===== src/rtl/gckm_pkg.sv =====
// ============================================================================
// gckm_pkg
// shared types, constants and keyword tables for the keyword matcher
// ============================================================================
package gckm_pkg;

    localparam int ByteW       = 8;
    localparam int TeamW       = 14;
    localparam int CodeW       = 5;
    localparam int DigitW      = 4;
    localparam int DigitCount  = 4;

    localparam int KwCount     = 21;
    localparam int TeamKwCount = 20;
    localparam int KwMaxLen    = 21;
    localparam int TextW       = KwMaxLen * ByteW;

    // first byte of the team digits inside "CMD,dddd,..."
    localparam int TeamDigitPos = 4;

    localparam int LongestKeywordDefault = 21;

    localparam logic [TeamW-1:0]  TeamReset   = TeamW'(1008);
    localparam logic [TeamW-1:0]  TeamModulus = TeamW'(10000);
    localparam logic [CodeW-1:0]  CodeNone    = '0;
    localparam logic [ByteW-1:0]  ByteEnd     = '0;
    localparam logic [DigitW-1:0] AsciiDigitHi = 4'h3;

    typedef logic [DigitCount-1:0][DigitW-1:0] team_digits_t;

    // per-transaction control from the input stage to the matcher
    typedef struct packed {
        logic advance;
        logic last;
    } gckm_step_t;

    // keyword text, team digits shown as zero placeholders
    function automatic logic [TextW-1:0] kw_text(input int k);
        case (k)
            0:       return TextW'("CMD,0000,CX,ON");
            1:       return TextW'("CMD,0000,CX,OFF");
            2:       return TextW'("CMD,0000,CAL");
            3:       return TextW'("CMD,0000,ST");
            4:       return TextW'("CMD,0000,RLS90");
            5:       return TextW'("CMD,0000,RLS0");
            6:       return TextW'("CMD,0000,PRC90");
            7:       return TextW'("CMD,0000,PRC0");
            8:       return TextW'("CMD,0000,RHS");
            9:       return TextW'("CMD,0000,RFS");
            10:      return TextW'("CMD,0000,CF");
            11:      return TextW'("CMD,0000,UHS");
            12:      return TextW'("CMD,0000,CHS");
            13:      return TextW'("CMD,0000,CAM,ON");
            14:      return TextW'("CMD,0000,CAM,OFF");
            15:      return TextW'("CMD,0000,BUZ,ON");
            16:      return TextW'("CMD,0000,BUZ,OFF");
            17:      return TextW'("CMD,0000,SIM,ENABLE");
            18:      return TextW'("CMD,0000,SIM,ACTIVATE");
            19:      return TextW'("CMD,0000,SIM,DISABLE");
            default: return TextW'("SIMP");
        endcase
    endfunction

    function automatic int kw_len(input int k);
        case (k)
            0:       return 14;
            1:       return 15;
            2:       return 12;
            3:       return 11;
            4:       return 14;
            5:       return 13;
            6:       return 14;
            7:       return 13;
            8:       return 12;
            9:       return 12;
            10:      return 11;
            11:      return 12;
            12:      return 12;
            13:      return 15;
            14:      return 16;
            15:      return 15;
            16:      return 16;
            17:      return 19;
            18:      return 21;
            19:      return 20;
            default: return 4;
        endcase
    endfunction

    // byte i of keyword k, counted from its first character
    function automatic logic [ByteW-1:0] kw_byte(input int k, input int i);
        logic [TextW-1:0] txt;
        txt = kw_text(k);
        return txt[(kw_len(k) - 1 - i) * ByteW +: ByteW];
    endfunction

endpackage


===== src/rtl/gckm_team_digits.sv =====
// ============================================================================
// gckm_team_digits
// team number register and its four decimal digits
// ============================================================================
module gckm_team_digits (
    input  logic                              aclk,
    input  logic                              aresetn,
    input  logic                              cfg_wr_en,
    input  logic [gckm_pkg::TeamW-1:0]        cfg_wr_data,
    output gckm_pkg::team_digits_t            team_digits
);

    logic [gckm_pkg::TeamW-1:0] team_reg;
    logic [gckm_pkg::TeamW-1:0] team_next;
    gckm_pkg::team_digits_t     digits_reg;
    gckm_pkg::team_digits_t     digits_next;

    // reciprocal products, exact for values below ten thousand
    logic [29:0] prod_tens;
    logic [26:0] prod_hund;
    logic [27:0] prod_thou;
    logic [9:0]  q_tens;
    logic [6:0]  q_hund;
    logic [3:0]  q_thou;

    always_comb begin
        team_next = team_reg;
        if (cfg_wr_en) begin
            // value is below twice the modulus, one subtract reduces it
            if (cfg_wr_data >= gckm_pkg::TeamModulus) begin
                team_next = cfg_wr_data - gckm_pkg::TeamModulus;
            end else begin
                team_next = cfg_wr_data;
            end
        end
    end

    always_comb begin
        prod_tens = 30'(team_reg) * 30'(52429);
        prod_hund = 27'(team_reg) * 27'(5243);
        prod_thou = 28'(team_reg) * 28'(8389);
        q_tens    = 10'(prod_tens >> 19);
        q_hund    = 7'(prod_hund >> 19);
        q_thou    = 4'(prod_thou >> 23);

        digits_next[0] = 4'(team_reg - 14'({4'd0, q_tens} * 14'd10));
        digits_next[1] = 4'(q_tens - 10'({3'd0, q_hund} * 10'd10));
        digits_next[2] = 4'(q_hund - 7'({3'd0, q_thou} * 7'd10));
        digits_next[3] = q_thou;
    end

    always_ff @(posedge aclk) begin
        if (!aresetn) begin
            team_reg   <= gckm_pkg::TeamReset;
            digits_reg <= {4'd1, 4'd0, 4'd0, 4'd8};
        end else begin
            team_reg   <= team_next;
            digits_reg <= digits_next;
        end
    end

    assign team_digits = digits_reg;

endmodule


===== src/rtl/gckm_match.sv =====
// ============================================================================
// gckm_match
// byte window, parallel keyword comparators, sticky flags and priority code
// ============================================================================
module gckm_match #(
    parameter int LONGEST_KEYWORD = gckm_pkg::LongestKeywordDefault
) (
    input  logic                         aclk,
    input  logic                         aresetn,
    input  gckm_pkg::gckm_step_t         step,
    input  logic [gckm_pkg::ByteW-1:0]   byte_in,
    input  gckm_pkg::team_digits_t       team_digits,
    output logic [gckm_pkg::CodeW-1:0]   command_code
);

    localparam int WinLen = LONGEST_KEYWORD;

    logic [WinLen-2:0][gckm_pkg::ByteW-1:0] recent_reg;
    logic [WinLen-2:0][gckm_pkg::ByteW-1:0] recent_next;
    logic [gckm_pkg::KwCount-1:0]           seen_reg;
    logic [gckm_pkg::KwCount-1:0]           seen_next;
    logic                                   ended_reg;
    logic                                   ended_next;

    logic [WinLen-1:0][gckm_pkg::ByteW-1:0] win;
    logic [gckm_pkg::KwCount-1:0]           hit;
    logic [gckm_pkg::KwCount-1:0]           seen_upd;
    logic                                   ended_now;
    logic                                   active;

    // newest byte at the top of the window
    assign win = {byte_in, recent_reg};

    genvar k, i;
    generate
        for (k = 0; k < gckm_pkg::KwCount; k++) begin : g_kw
            localparam int KwL = gckm_pkg::kw_len(k);
            if (KwL <= WinLen) begin : g_fits
                logic [KwL-1:0] eq;
                for (i = 0; i < KwL; i++) begin : g_pos
                    localparam bit IsDigit = (k < gckm_pkg::TeamKwCount) &&
                        (i >= gckm_pkg::TeamDigitPos) &&
                        (i < gckm_pkg::TeamDigitPos + gckm_pkg::DigitCount);
                    if (IsDigit) begin : g_dig
                        localparam int Di = gckm_pkg::TeamDigitPos +
                                            gckm_pkg::DigitCount - 1 - i;
                        assign eq[i] = (win[WinLen-KwL+i] ==
                                        {gckm_pkg::AsciiDigitHi, team_digits[Di]});
                    end else begin : g_chr
                        localparam logic [gckm_pkg::ByteW-1:0] Ch =
                            gckm_pkg::kw_byte(k, i);
                        assign eq[i] = (win[WinLen-KwL+i] == Ch);
                    end
                end
                assign hit[k] = &eq;
            end else begin : g_long
                // keyword longer than the window never matches
                assign hit[k] = 1'b0;
            end
        end
    endgenerate

    assign ended_now = ended_reg | (byte_in == gckm_pkg::ByteEnd);
    assign active    = !ended_now;
    assign seen_upd  = active ? (seen_reg | hit) : seen_reg;

    always_comb begin
        recent_next = recent_reg;
        seen_next   = seen_reg;
        ended_next  = ended_reg;
        if (step.advance) begin
            if (step.last) begin
                recent_next = '0;
                seen_next   = '0;
                ended_next  = 1'b0;
            end else begin
                ended_next = ended_now;
                seen_next  = seen_upd;
                if (active) begin
                    recent_next = win[WinLen-1:1];
                end
            end
        end
    end

    // lowest keyword number wins
    always_comb begin
        command_code = gckm_pkg::CodeNone;
        for (int n = gckm_pkg::KwCount - 1; n >= 0; n--) begin
            if (seen_upd[n]) begin
                command_code = gckm_pkg::CodeW'(n + 1);
            end
        end
    end

    always_ff @(posedge aclk) begin
        if (!aresetn) begin
            recent_reg <= '0;
            seen_reg   <= '0;
            ended_reg  <= 1'b0;
        end else begin
            recent_reg <= recent_next;
            seen_reg   <= seen_next;
            ended_reg  <= ended_next;
        end
    end

endmodule


===== src/rtl/ground_command_keyword_matcher.sv =====
// ============================================================================
// ground_command_keyword_matcher
// matches ground command keywords in received packet bytes
// ============================================================================
//
//  channel  | direction | handshake          | payload
//  ---------+-----------+--------------------+------------------------------
//  s_       | in        | s_valid / s_ready  | s_packet_byte, s_final_byte
//  m_       | out       | m_valid / m_ready  | m_command_code
//  cfg_     | in        | cfg_wr_en only     | cfg_wr_data (team number)
//
// one byte per cycle sustained while no final byte waits; a byte passes
// through the input register, and its result (final byte only) is registered
// in the output register on m_; the input register frees as the byte moves on;
// only a final byte waits, and only while m_ still holds an untaken result
// synchronous active-low reset; team number resets to 1008, window and
// flags clear, no clearing pass
// a team number write passes the team and digit registers to the comparators
//
module ground_command_keyword_matcher #(
    parameter int LONGEST_KEYWORD = gckm_pkg::LongestKeywordDefault
) (
    input  logic                         aclk,
    input  logic                         aresetn,

    // team number register
    input  logic                         cfg_wr_en,
    input  logic [gckm_pkg::TeamW-1:0]   cfg_wr_data,

    // packet byte transactions
    input  logic                         s_valid,
    output logic                         s_ready,
    input  logic [gckm_pkg::ByteW-1:0]   s_packet_byte,
    input  logic                         s_final_byte,

    // command code transactions
    output logic                         m_valid,
    input  logic                         m_ready,
    output logic [gckm_pkg::CodeW-1:0]   m_command_code
);

    // input register
    logic                        s1_valid_reg;
    logic                        s1_valid_next;
    logic [gckm_pkg::ByteW-1:0]  s1_byte_reg;
    logic                        s1_last_reg;

    // output register
    logic                        m_valid_reg;
    logic                        m_valid_next;
    logic [gckm_pkg::CodeW-1:0]  m_code_reg;

    logic                        s_accept;
    logic                        out_free;
    logic                        s1_advance;
    gckm_pkg::gckm_step_t        step;
    gckm_pkg::team_digits_t      team_digits;
    logic [gckm_pkg::CodeW-1:0]  match_code;

    // output slot can take a result this cycle
    assign out_free   = !m_valid_reg || m_ready;
    // non-final bytes never wait; final bytes need the output slot
    assign s1_advance = s1_valid_reg && (!s1_last_reg || out_free);
    assign s_ready    = !s1_valid_reg || s1_advance;
    assign s_accept   = s_valid && s_ready;

    assign step.advance = s1_advance;
    assign step.last    = s1_last_reg;

    gckm_team_digits u_team (
        .aclk        (aclk),
        .aresetn     (aresetn),
        .cfg_wr_en   (cfg_wr_en),
        .cfg_wr_data (cfg_wr_data),
        .team_digits (team_digits)
    );

    gckm_match #(
        .LONGEST_KEYWORD (LONGEST_KEYWORD)
    ) u_match (
        .aclk         (aclk),
        .aresetn      (aresetn),
        .step         (step),
        .byte_in      (s1_byte_reg),
        .team_digits  (team_digits),
        .command_code (match_code)
    );

    always_comb begin
        s1_valid_next = s1_valid_reg;
        if (s_accept) begin
            s1_valid_next = 1'b1;
        end else if (s1_advance) begin
            s1_valid_next = 1'b0;
        end
    end

    always_comb begin
        m_valid_next = m_valid_reg;
        if (s1_advance && s1_last_reg) begin
            m_valid_next = 1'b1;
        end else if (m_ready) begin
            m_valid_next = 1'b0;
        end
    end

    // control state
    always_ff @(posedge aclk) begin
        if (!aresetn) begin
            s1_valid_reg <= 1'b0;
            m_valid_reg  <= 1'b0;
        end else begin
            s1_valid_reg <= s1_valid_next;
            m_valid_reg  <= m_valid_next;
        end
    end

    // payload, no reset needed
    always_ff @(posedge aclk) begin
        if (s_accept) begin
            s1_byte_reg <= s_packet_byte;
            s1_last_reg <= s_final_byte;
        end
        if (s1_advance && s1_last_reg) begin
            m_code_reg <= match_code;
        end
    end

    assign m_valid        = m_valid_reg;
    assign m_command_code = m_code_reg;

endmodule


===== config.mk =====
export PLATFORM = sky130hd
export DESIGN_NAME = ground_command_keyword_matcher
export DESIGN_NICKNAME = d
export VERILOG_FILES = /design/src/rtl/gckm_pkg.sv /design/src/rtl/gckm_team_digits.sv /design/src/rtl/gckm_match.sv /design/src/rtl/ground_command_keyword_matcher.sv
export SDC_FILE = /design/constraint.sdc
export NUM_CORES = 1
export LEC_CHECK = 0
export ABC_AREA = 1
export BUFFER_PORTS_ARGS = -buffer_cell sky130_fd_sc_hd__buf_2
export CAP_MARGIN = 10
export CORE_AREA = 2 2 221 223
export CTS_BUF_LIST = sky130_fd_sc_hd__clkbuf_4 sky130_fd_sc_hd__clkbuf_8
export DETAILED_ROUTE_END_ITERATION = 12
export DIE_AREA = 0 0 223 225
export PLACE_DENSITY = 0.56
export SYNTH_ARGS = -nofsm -noshare
export SYNTH_HDL_FRONTEND = slang
export SYNTH_HIERARCHICAL = 1
export SYNTH_SLANG_ARGS = --single-unit

===== constraint.sdc =====
create_clock -name aclk -period 16.5 [get_ports aclk]
set_clock_uncertainty 0.1 [all_clocks]
set_input_delay 1.65 -clock aclk [delete_from_list [all_inputs] [get_ports aclk]]
set_output_delay 1.65 -clock aclk [all_outputs]
set_load 0.02 [all_outputs]

# Word level (Yosys, flattened, before mapping)
# Index checks and enable logic that the tools add are counted.
# word_totals
out_inout_bits	7
latch_bits	0
romBits	0
elab_cells	259
memories	0
inputBits	28
register_bits	228
ramBits	0
# classes
n_reduce_logical	37
n_mux	30
n_bitwise	2
addsub	4
order_cmp	1
shift	0
eq_ne	144
div_mod_pow	0
n_mul	6
# ops
operator	n
$eq 8x7->1 const B	91
$mux 160	2
$eq 8x6->1	36
$eq 8x6->1 const B	16
$reduce_and 12->1	5
$reduce_and 15->1	3
$mux 21	2
$reduce_and 14->1	3
$mux 4	8
$reduce_and 16->1	2
$mux 5	6
$mul 14x16->29 const B	1
$mul 14x14->27 const B	1
$mul 14x13->26 const B	1
$reduce_and 13->1	2
$reduce_and 11->1	2
$or 21x21->21	1
$reduce_and 21->1	1
$reduce_and 20->1	1
$reduce_and 19->1	1
$reduce_or 15->1	1
$ge 14x14->1 const B	1
$mux 14	1
$sub 14x14->14 const B	1
18 further kinds	35

# Logic depth before layout (Yosys ltp)
# Gate-level depths: netlist of the first run.
# logic_depth
word_depth	24
mapped_depth	32
mapped_depth_nobuf	31

# By module
# The synthesis of the first run kept the hierarchy.
# by_module_without_submodules
mod	cells_each	area_per_inst_um2	instances
gckm_match	1732	11111.9	1
gckm_team_digits	1157	9613.0	1
ground_command_keyword_matcher	33	541.8	1

# Worst setup path after synthesis of the first run
# Ideal clock, no wire load.
# synth_path
path_kind	register -> register
start	reg u_team/team_reg[12] in the netlist's numbering
end	reg u_team.digits_reg (netlist bit u_team/team_digits[3])
stages_incl_launch_ff	28
t_arrival_ns	5.663
required_ns	16.269
setup_slack_ns	10.607
path_buffers	1
path_cell_list	dfxtp_1 clkbuf_1 inv_1 ha_1 xnor2_1 xor2_1 fa_1 inv_1 fa_1 inv_1 fa_1 inv_1 fa_1 inv_1 ha_1 nand2_1 nor2_1 and2_1 nor3_1 nand3_1 nand2_1 inv_1 ha_1 fa_1 xnor2_1 nand3b_1 nand3b_1 nand3_1
# synth_between
elab_chain_len	3
# synth_lines
element	line	rtl
start, declared	gckm_team_digits.sv:13	logic [gckm_pkg::TeamW-1:0] team_reg;
start signal, assigned	gckm_team_digits.sv:54	team_reg <= gckm_pkg::TeamReset;
start signal, assigned	gckm_team_digits.sv:57	team_reg <= team_next;
$mul 14x16->29	gckm_team_digits.sv:39	prod_tens = 30'(team_reg) * 30'(52429);
$mul 10x3->3	gckm_team_digits.sv:46	digits_next[0] = 4'(team_reg - 14'({4'd0, q_tens} * 14'd10));
$sub 4x4->4	gckm_team_digits.sv:46	
end signal, assigned	gckm_team_digits.sv:55	digits_reg <= {4'd1, 4'd0, 4'd0, 4'd8};
end signal, assigned	gckm_team_digits.sv:58	digits_reg <= digits_next;
end, declared	gckm_team_digits.sv:15	gckm_pkg::team_digits_t digits_reg;
# No other way between the ends.
# A chain may end at the register's enable or synchronous reset.

# Worst setup path in the final report of the first run
# layout_path
start	reg u_team/team_reg[12] in the netlist's numbering
end	reg u_team.digits_reg (netlist bit u_team/team_digits[7])
# layout_between
elab_chain_len	3
# layout_lines
element	line	rtl
$mul 14x13->26	gckm_team_digits.sv:40	prod_hund = 27'(team_reg) * 27'(5243);
$mul 7x3->3	gckm_team_digits.sv:47	digits_next[1] = 4'(q_tens - 10'({3'd0, q_hund} * 10'd10));
$sub 4x4->4 (*)	gckm_team_digits.sv:47	
# Mark *: on every way between the ends. The rest lies on a longest branch, timed or not.

==> metrics.log, run 1 <==
[metrics] Worst EP arrival: about 7.1 ns
[metrics] tightest slew margin relative to the limit: 16.6%
[metrics] area of the core: ~0.048 mm²
[metrics] number of nets in the final layout: ~3,300
[metrics] Highest Clock Rate: around 0.15 GHz
[metrics] setup repair bufs after CTS: 0
[metrics] CP most frequent cell: sky130_fd_sc_hd__inv_1
[metrics] # fillers: about 4,900
[metrics] PortBufs: 34
[metrics] remaining global-route overflow: 0
[metrics] cell types with the largest area share after synthesis: sky130_fd_sc_hd__dfxtp_1, sky130_fd_sc_hd__ha_1, sky130_fd_sc_hd__fa_1
[metrics] fraction of power consumed by the clock network: roughly 17%
[metrics] I/O pin cnt: 35
[metrics] Post-Place Setup Slack: about 10 ns
[metrics] chip height: ~230 µm
[metrics] Clock Tree Root: sky130_fd_sc_hd__clkbuf_8
[metrics] leading post-synthesis cells by instance count: sky130_fd_sc_hd__nand2_1, sky130_fd_sc_hd__inv_1, sky130_fd_sc_hd__nor2_1
[metrics] Worst Setup Slack, final: about 10 ns
[metrics] final estimated routing congestion in global placement: between 0.9 and 1
[metrics] path category of the worst min-delay check: flip-flop to flip-flop
[metrics] floorplan die area: 0.0502 mm²
[metrics] site row count: 80
[metrics] sequential fraction of design power: 17.6%
[metrics] CP Launch Type: flip-flop
[metrics] global-route usage over all layers: between 30% and 40%
[metrics] initial core utilization: between 40 and 50%
[metrics] first drt pass iteration count: 9
[metrics] status: finished clean
[metrics] # resized after CTS: 0
[metrics] async set-reset flop share out of synthesis: 0%
[metrics] Synth Register Bits: around 230
[metrics] predominant post-synthesis flop cell: sky130_fd_sc_hd__dfxtp_1
[metrics] clock tree from TritonCTS: done
[metrics] portion of total power attributed to combinational logic: approximately two thirds
[metrics] Die X: 223 µm
[metrics] delay contributed by the slowest stage of the critical path: between 0.8 and 0.9 ns
[metrics] cell area after synthesis: around 0.021 mm²
[metrics] antenna violations before repair: 0
[metrics] wire length of the first global-routing pass: roughly 120,000 µm
[metrics] cell with the most instances after synthesis: sky130_fd_sc_hd__nand2_1
[metrics] sum of negative setup slack: 0 ns
[metrics] routed via count: 19,800
[metrics] synthesis warning total: 6
[metrics] maximum resistive drop on vdd: between 0.2 and 0.25 mV
[metrics] Sw Ratio: 50.6%
[metrics] required time of the worst setup path: ~17 ns
[metrics] clock-pin slew on the worst setup and hold paths: approximately 0.06 ns
[metrics] Final Max Slew Viols: 0
[metrics] share of the cycle needed by the critical path after routing: between 40% and 50%
[metrics] largest area contributor in the synthesized netlist: sky130_fd_sc_hd__dfxtp_1
[metrics] number of cells after detailed placement: between 3,000 and 4,000
[metrics] count of clock tree sinks: ~230
[metrics] Pwr Density: about 170 mW/mm²
[metrics] Int Power: 1.87 mW
[metrics] mean cell area of the mapped netlist: 7.28 µm²
[metrics] count of unresolved DRC violations after routing: 0
[metrics] Routed WL per cell: 22.3 µm
[metrics] clock period minus final worst setup slack: 6.73 ns
[metrics] pin count of the biggest net entering global routing: 97
[metrics] Slowest-stage cell, CP: sky130_fd_sc_hd__dfxtp_1
[metrics] number of standard cells in the layout, taps in and fillers out: approximately 3,600
[metrics] antenna violation net count after detailed routing: 0
[metrics] actual transition at the worst max-transition pin: ~1.2 ns
[metrics] number of buffers added by the clock tree synthesis step: 44
[metrics] proportion of synthesized chip area in sequential cells: roughly 22%
[metrics] max_cap viols: 0
[metrics] Post-synth EDFFs: 14
[metrics] number of flip-flops in the largest register: 160
[metrics] Crit. End Element: flip-flop
[metrics] number of different library cells in the post-synthesis netlist: 64
[metrics] Post-CTS Hold Buffers: 0
[metrics] post-synthesis net count: around 3,300
[metrics] top-area cell type share of the netlist area: between 20% and 30%
[metrics] Cells after Synth: approximately 2,900
[metrics] insertion delay to the later sink of the worst-skew pair: 0.64 ns
[metrics] Switching Power: about 1.9 mW
[metrics] Leak: 10.7 nW
[metrics] wirelength, routed: approximately 80,000 µm
[metrics] detailed router's first-iteration violation count: roughly 1,600
[metrics] placed wire-length estimate: approximately 65,000 µm
[metrics] deepest clock path buffer count: 3
[metrics] H-tree depth reported by CTS: 2
[metrics] via count of the first global-routing pass: between 20,000 and 25,000
[metrics] setup repair after global routing missed its margin: no
[metrics] Area growth, synth to finish: 7.54%
[metrics] count of final hold-check violations: 0
[metrics] WS Path Type: flip-flop to flip-flop
[metrics] number of endpoints failing setup at the final stage: 0
[metrics] via count normalized by instance count: around 5.5
[metrics] share of layout cells above drive strength 1: 8.04%
[metrics] Critical Path Fanout Max: 16
cells by family (layout without fill, tap and decap cells):
group / count (synthesis) / count (layout) / synth area share, %
fa+ha+maj: 368 / 368 / 26.5
other cells: 0 / 1 / 0
compound gates: 331 / 331 / 9.83
xor+xnor: 88 / 88 / 3.62
buf+inv: 678 / 716 / 12.5
simple gates: 1229 / 1229 / 25.4
flops: 228 / 228 / 22.1
power groups by stage:
stage / sequential (mW) / combinational [mW] / clock [mW]
2_1_floorplan: 0.607 / 1.81 / 0
3_3_place_gp: 0.674 / 2.47 / 0
3_5_place_dp: 0.673 / 2.45 / 0
4_1_cts: 0.661 / 2.47 / 0.657
5_1_grt: 0.666 / 2.84 / 0.679
6_report: 0.666 / 2.48 / 0.645
critical path: cells and delay by family, from the launching register on:
family / cells / cell delay (ns)
buffers and inverters: 8 / 0.80
DFF: 1 / 0.83
xor gates and xnor gates: 3 / 0.58
AOI/OAI and AO/OA: 4 / 0.64
and+or+nand+nor: 5 / 0.37
adders and majority gates: 8 / 3.30
cell type report:
cell class	instances	area (µm²)	share of cell area [%]
well taps	615	769	3.36
multi-input cells	2016	13900	60.8
clock buffers	66	833	3.64
clock inverters	13	164	0.717
inverters	592	2230	9.75
diodes	1	2.50	0.0109
repair buffers	45	253	1.11
flip-flops and latches	228	4700	20.6
metrics by stage:
step	hold slack (ns)	power, mW	instance area [µm²]	utilization [%]
3_5_place_dp	0.362	3.12	21900	46.0
5_1_grt	0.395	4.18	22900	48.1
4_1_cts	0.374	3.79	22900	48.1
6_report	0.372	3.79	22900	48.1
2_1_floorplan	0.347	2.42	21300	-
3_3_place_gp	0.357	3.14	21900	46.0
cell usage in the layout, fill, tap and decap left out, types with 34 or more instances in the layout:
master	n
sky130_fd_sc_hd__ha_1	232
sky130_fd_sc_hd__nand3_1	124
sky130_fd_sc_hd__clkbuf_8	54
sky130_fd_sc_hd__xor2_1	53
sky130_fd_sc_hd__dfxtp_1	214
sky130_fd_sc_hd__nand2_1	590
sky130_fd_sc_hd__inv_1	537
sky130_fd_sc_hd__xnor2_1	35
sky130_fd_sc_hd__nand4_1	73
sky130_fd_sc_hd__inv_2	51
sky130_fd_sc_hd__o22ai_1	133
sky130_fd_sc_hd__nor2_1	272
sky130_fd_sc_hd__nor3_1	62
sky130_fd_sc_hd__o21ai_0	42
sky130_fd_sc_hd__buf_2	34
sky130_fd_sc_hd__a21oi_1	69
sky130_fd_sc_hd__fa_1	136
worst paths after layout:
check / from / end / slack, ns / cells past startpoint
worst min register to register: u_match/seen_reg[8] / u_match/seen_reg[8] / 0.37 / 2
worst max-delay path: u_team/team_reg[12] / u_team/team_digits[7] / 9.77 / 28
worst max register to register: u_team/team_reg[12] / u_team/team_digits[7] / 9.77 / 28
worst min-delay path: u_match/seen_reg[8] / u_match/seen_reg[8] / 0.37 / 2
layer usage:
metal  wire length (µm)  share of wire [%]  vias to the layer above  track usage (%)
met2              39900                 50                      683             58.2
met5                  0                  0                        -                0
met4               5340                6.7                        0             19.3
met1              30400                 38                     9427             35.9
met3               3980                5.0                      234             3.90
li1                   -                  -                     9459                -
Note: power is estimated with default switching activity, not from simulation.
==> inputs of run 2 (changes only) <==
==> constraint.sdc (replaced) <==
create_clock -name aclk -period 6.4 [get_ports aclk]
set_clock_uncertainty 0.1 [all_clocks]
set_input_delay 0.64 -clock aclk [delete_from_list [all_inputs] [get_ports aclk]]
set_output_delay 0.64 -clock aclk [all_outputs]
set_load 0.02 [all_outputs]
==> metrics.log, run 2 (synthesis results as in run 1) <==
[metrics] delay contributed by the slowest stage of the critical path: 0.54 ns (-0.29 ns)
[metrics] most common cell after layout, fill and taps aside: sky130_fd_sc_hd__nand2_1
[metrics] antenna violations before repair: 0 (unchanged)
[metrics] Clock Tree Root: sky130_fd_sc_hd__clkbuf_8
[metrics] path category of the worst min-delay check: input port to flip-flop
[metrics] tightest slew margin relative to the limit: 17.9% (+1.3 points)
[metrics] via count normalized by instance count: 5.50 (-0.62%)
[metrics] Crit path depth: 28 (unchanged)
[metrics] Post-Place Setup Slack: 0.299 ns (-9.49 ns)
[metrics] insertion delay to the later sink of the worst-skew pair: 0.64 ns (about the same)
[metrics] detailed router's first-iteration violation count: 1,384 (-15%)
[metrics] Die X: 223 µm (unchanged)
[metrics] max_cap viols: 0 (unchanged)
[metrics] Routed WL per cell: 22.4 µm (+0.81%)
[metrics] antenna violation net count after detailed routing: 0 (unchanged)
[metrics] wire length of the first global-routing pass: 122,000 µm (+0.96%)
[metrics] CP Launch Type: flip-flop
[metrics] clock tree from TritonCTS: done
[metrics] post-route worst hold slack: 0.0755 ns (-0.296 ns)
[metrics] number of flip-flops in the largest register: 160 (unchanged)
[metrics] routed via count: 19,900 (+0.27%)
[metrics] worst reg2reg endpoint: u_team/team_digits[7]
[metrics] global-route usage over all layers: 32.4% (+0.40 points)
[metrics] critical path buffer and inverter count: 8 (unchanged)
[metrics] first drt pass iteration count: 7 (-2)
[metrics] final core area utilization: 48.6% (+0.45 points)
[metrics] count of final hold-check violations: 0 (unchanged)
[metrics] initial core utilization: 44.7% (unchanged)
[metrics] Worst Setup Slack, final: 0.332 ns (-9.44 ns)
[metrics] deepest clock path buffer count: 3 (unchanged)
[metrics] Highest Clock Rate: 0.165 GHz (+11%)
[metrics] depth of the worst register-to-register path: 28 (unchanged)
[metrics] status: finished clean
[metrics] pin count of the biggest net entering global routing: 86 (-11%)
[metrics] Pwr Density: 435 mW/mm² (+160%)
[metrics] WS Path Type: flip-flop to flip-flop
[metrics] number of buffers added by the clock tree synthesis step: 43 (-2.3%)
[metrics] number of nets in the final layout: 3,355 (+0.96%)
[metrics] commonest non-fill, non-tap cells in the layout: sky130_fd_sc_hd__nand2_1, sky130_fd_sc_hd__inv_1, sky130_fd_sc_hd__nor2_1, sky130_fd_sc_hd__ha_1, sky130_fd_sc_hd__dfxtp_1
[metrics] Worst EP arrival: 6.47 ns (-0.66 ns)
[metrics] PortBufs: 34 (unchanged)
[metrics] sum of negative setup slack: 0 ns (unchanged)
[metrics] # fillers: 4,845 (-0.45%)
[metrics] startpoint of the lowest-slack register-to-register path: u_team/team_reg[13]
[metrics] final estimated routing congestion in global placement: 1.00 (+2.6%)
[metrics] CP most frequent cell: sky130_fd_sc_hd__inv_1
[metrics] Setup crit start: u_team/team_reg[13]
[metrics] count of clock tree sinks: 228 (unchanged)
[metrics] floorplan die area: 0.0502 mm² (unchanged)
[metrics] Final Max Slew Viols: 0 (unchanged)
[metrics] largest delay contributor family on the critical path: adder cells
[metrics] chip height: 225 µm (unchanged)
[metrics] Area growth, synth to finish: 8.54%
[metrics] Critical Path Fanout Max: 7 (-9)
[metrics] destination of the critical timing path: u_team/team_digits[7]
[metrics] Crit. End Element: flip-flop
[metrics] wirelength, routed: 81,000 µm (+1.7%)
[metrics] H-tree depth reported by CTS: 2 (unchanged)
[metrics] actual transition at the worst max-transition pin: 1.22 ns (-0.0194 ns)
[metrics] share of layout cells above drive strength 1: 8.96% (+0.92 points)
[metrics] maximum resistive drop on vdd: 0.916 mV (+290%)
[metrics] via count of the first global-routing pass: 20,300 (+0.58%)
[metrics] clock-pin slew on the worst setup and hold paths: 0.06 ns (about the same)
[metrics] setup repair after global routing missed its margin: no
[metrics] Post-CTS Hold Buffers: 0 (unchanged)
[metrics] number of endpoints failing setup at the final stage: 0 (unchanged)
[metrics] area of the core: 0.0475 mm² (unchanged)
[metrics] count of unresolved DRC violations after routing: 0 (unchanged)
[metrics] reg2reg setup slack: 0.33 ns (-9.44 ns)
[metrics] required time of the worst setup path: 6.81 ns (-10.09 ns)
[metrics] remaining global-route overflow: 0 (unchanged)
[metrics] site row count: 80 (unchanged)
[metrics] I/O pin cnt: 35 (unchanged)
[metrics] Slowest-stage cell, CP: sky130_fd_sc_hd__dfxtp_1
[metrics] number of standard cells in the layout, taps in and fillers out: 3,608 (+0.89%)
[metrics] Leak: 10.8 nW (+1.3%)
[metrics] number of cells after detailed placement: 3,529 (+0.94%)
[metrics] share of the cycle needed by the critical path after routing: 94.8% (+54 points)
[metrics] clock period minus final worst setup slack: 6.07 ns (-0.658 ns)
[metrics] placed wire-length estimate: 65,400 µm (+1.2%)
run 2: metrics by stage:
| stage | power, mW | area (µm²) |
|---|---|---|
| 3_5_place_dp | 8.41 | 22100 |
| 5_1_grt | 11.0 | 23100 |
| 6_report | 10.0 | 23100 |
| 3_3_place_gp | 8.37 | 22100 |
| 4_1_cts | 10.1 | 23100 |
| 2_1_floorplan | 6.23 | 21300 |
run 2: power by group:
part	switching (mW)	internal, mW
sequential	0.135	1.50
clock	0.718	0.904
combinational	4.27	2.51
run 2: area by class of cell:
type,count,area (µm²),area share [%]
Inverter,592,2230,9.66
Multi-Input combinational cell,2016,13900,60.3
Clock inverter,17,184,0.797
Timing Repair Buffer,78,513,2.22
Tap cell,615,769,3.33
Antenna cell,1,2.50,0.0108
Clock buffer,61,764,3.31
Sequential cell,228,4710,20.4
run 2: metal layers:
metal,global-route usage (%),wire (µm)
met4,20.3,5640
met5,0,0
met1,36.1,31000
met3,4.54,4100
met2,58.4,40200
run 2: worst min-delay path by stage:
stage / start / endpoint / slack (ns) / cells after the start
global route: s_packet_byte[5] / s1_byte_reg[5] / 0.03 / 1
global placement: u_match/seen_reg[4] / u_match/seen_reg[4] / 0.36 / 2
detailed placement: u_match/seen_reg[8] / u_match/seen_reg[8] / 0.36 / 2
CTS: s_packet_byte[5] / s1_byte_reg[5] / 0.03 / 1
floorplan: u_match/seen_reg[2] / u_match/seen_reg[2] / 0.35 / 2
finish: s_packet_byte[1] / s1_byte_reg[1] / 0.08 / 1
run 2: repair_timing:
item	4_1_cts	5_1_grt
gates resized for setup	0	3
endpoints found under the setup margin	0	1
setup buffers	0	0
run 2: worst reg2reg max path, delay by kind of cell, from the launching register on:
| family | cells | cell delay, ns |
|---|---|---|
| AO/OA/AOI/OAI | 4 | 0.63 |
| XOR/XNOR | 3 | 0.59 |
| adder cells (fa/ha/maj) | 8 | 3.15 |
| buffers and inverters | 8 | 0.58 |
| flip-flops | 1 | 0.54 |
| AND/OR/NAND/NOR | 5 | 0.38 |
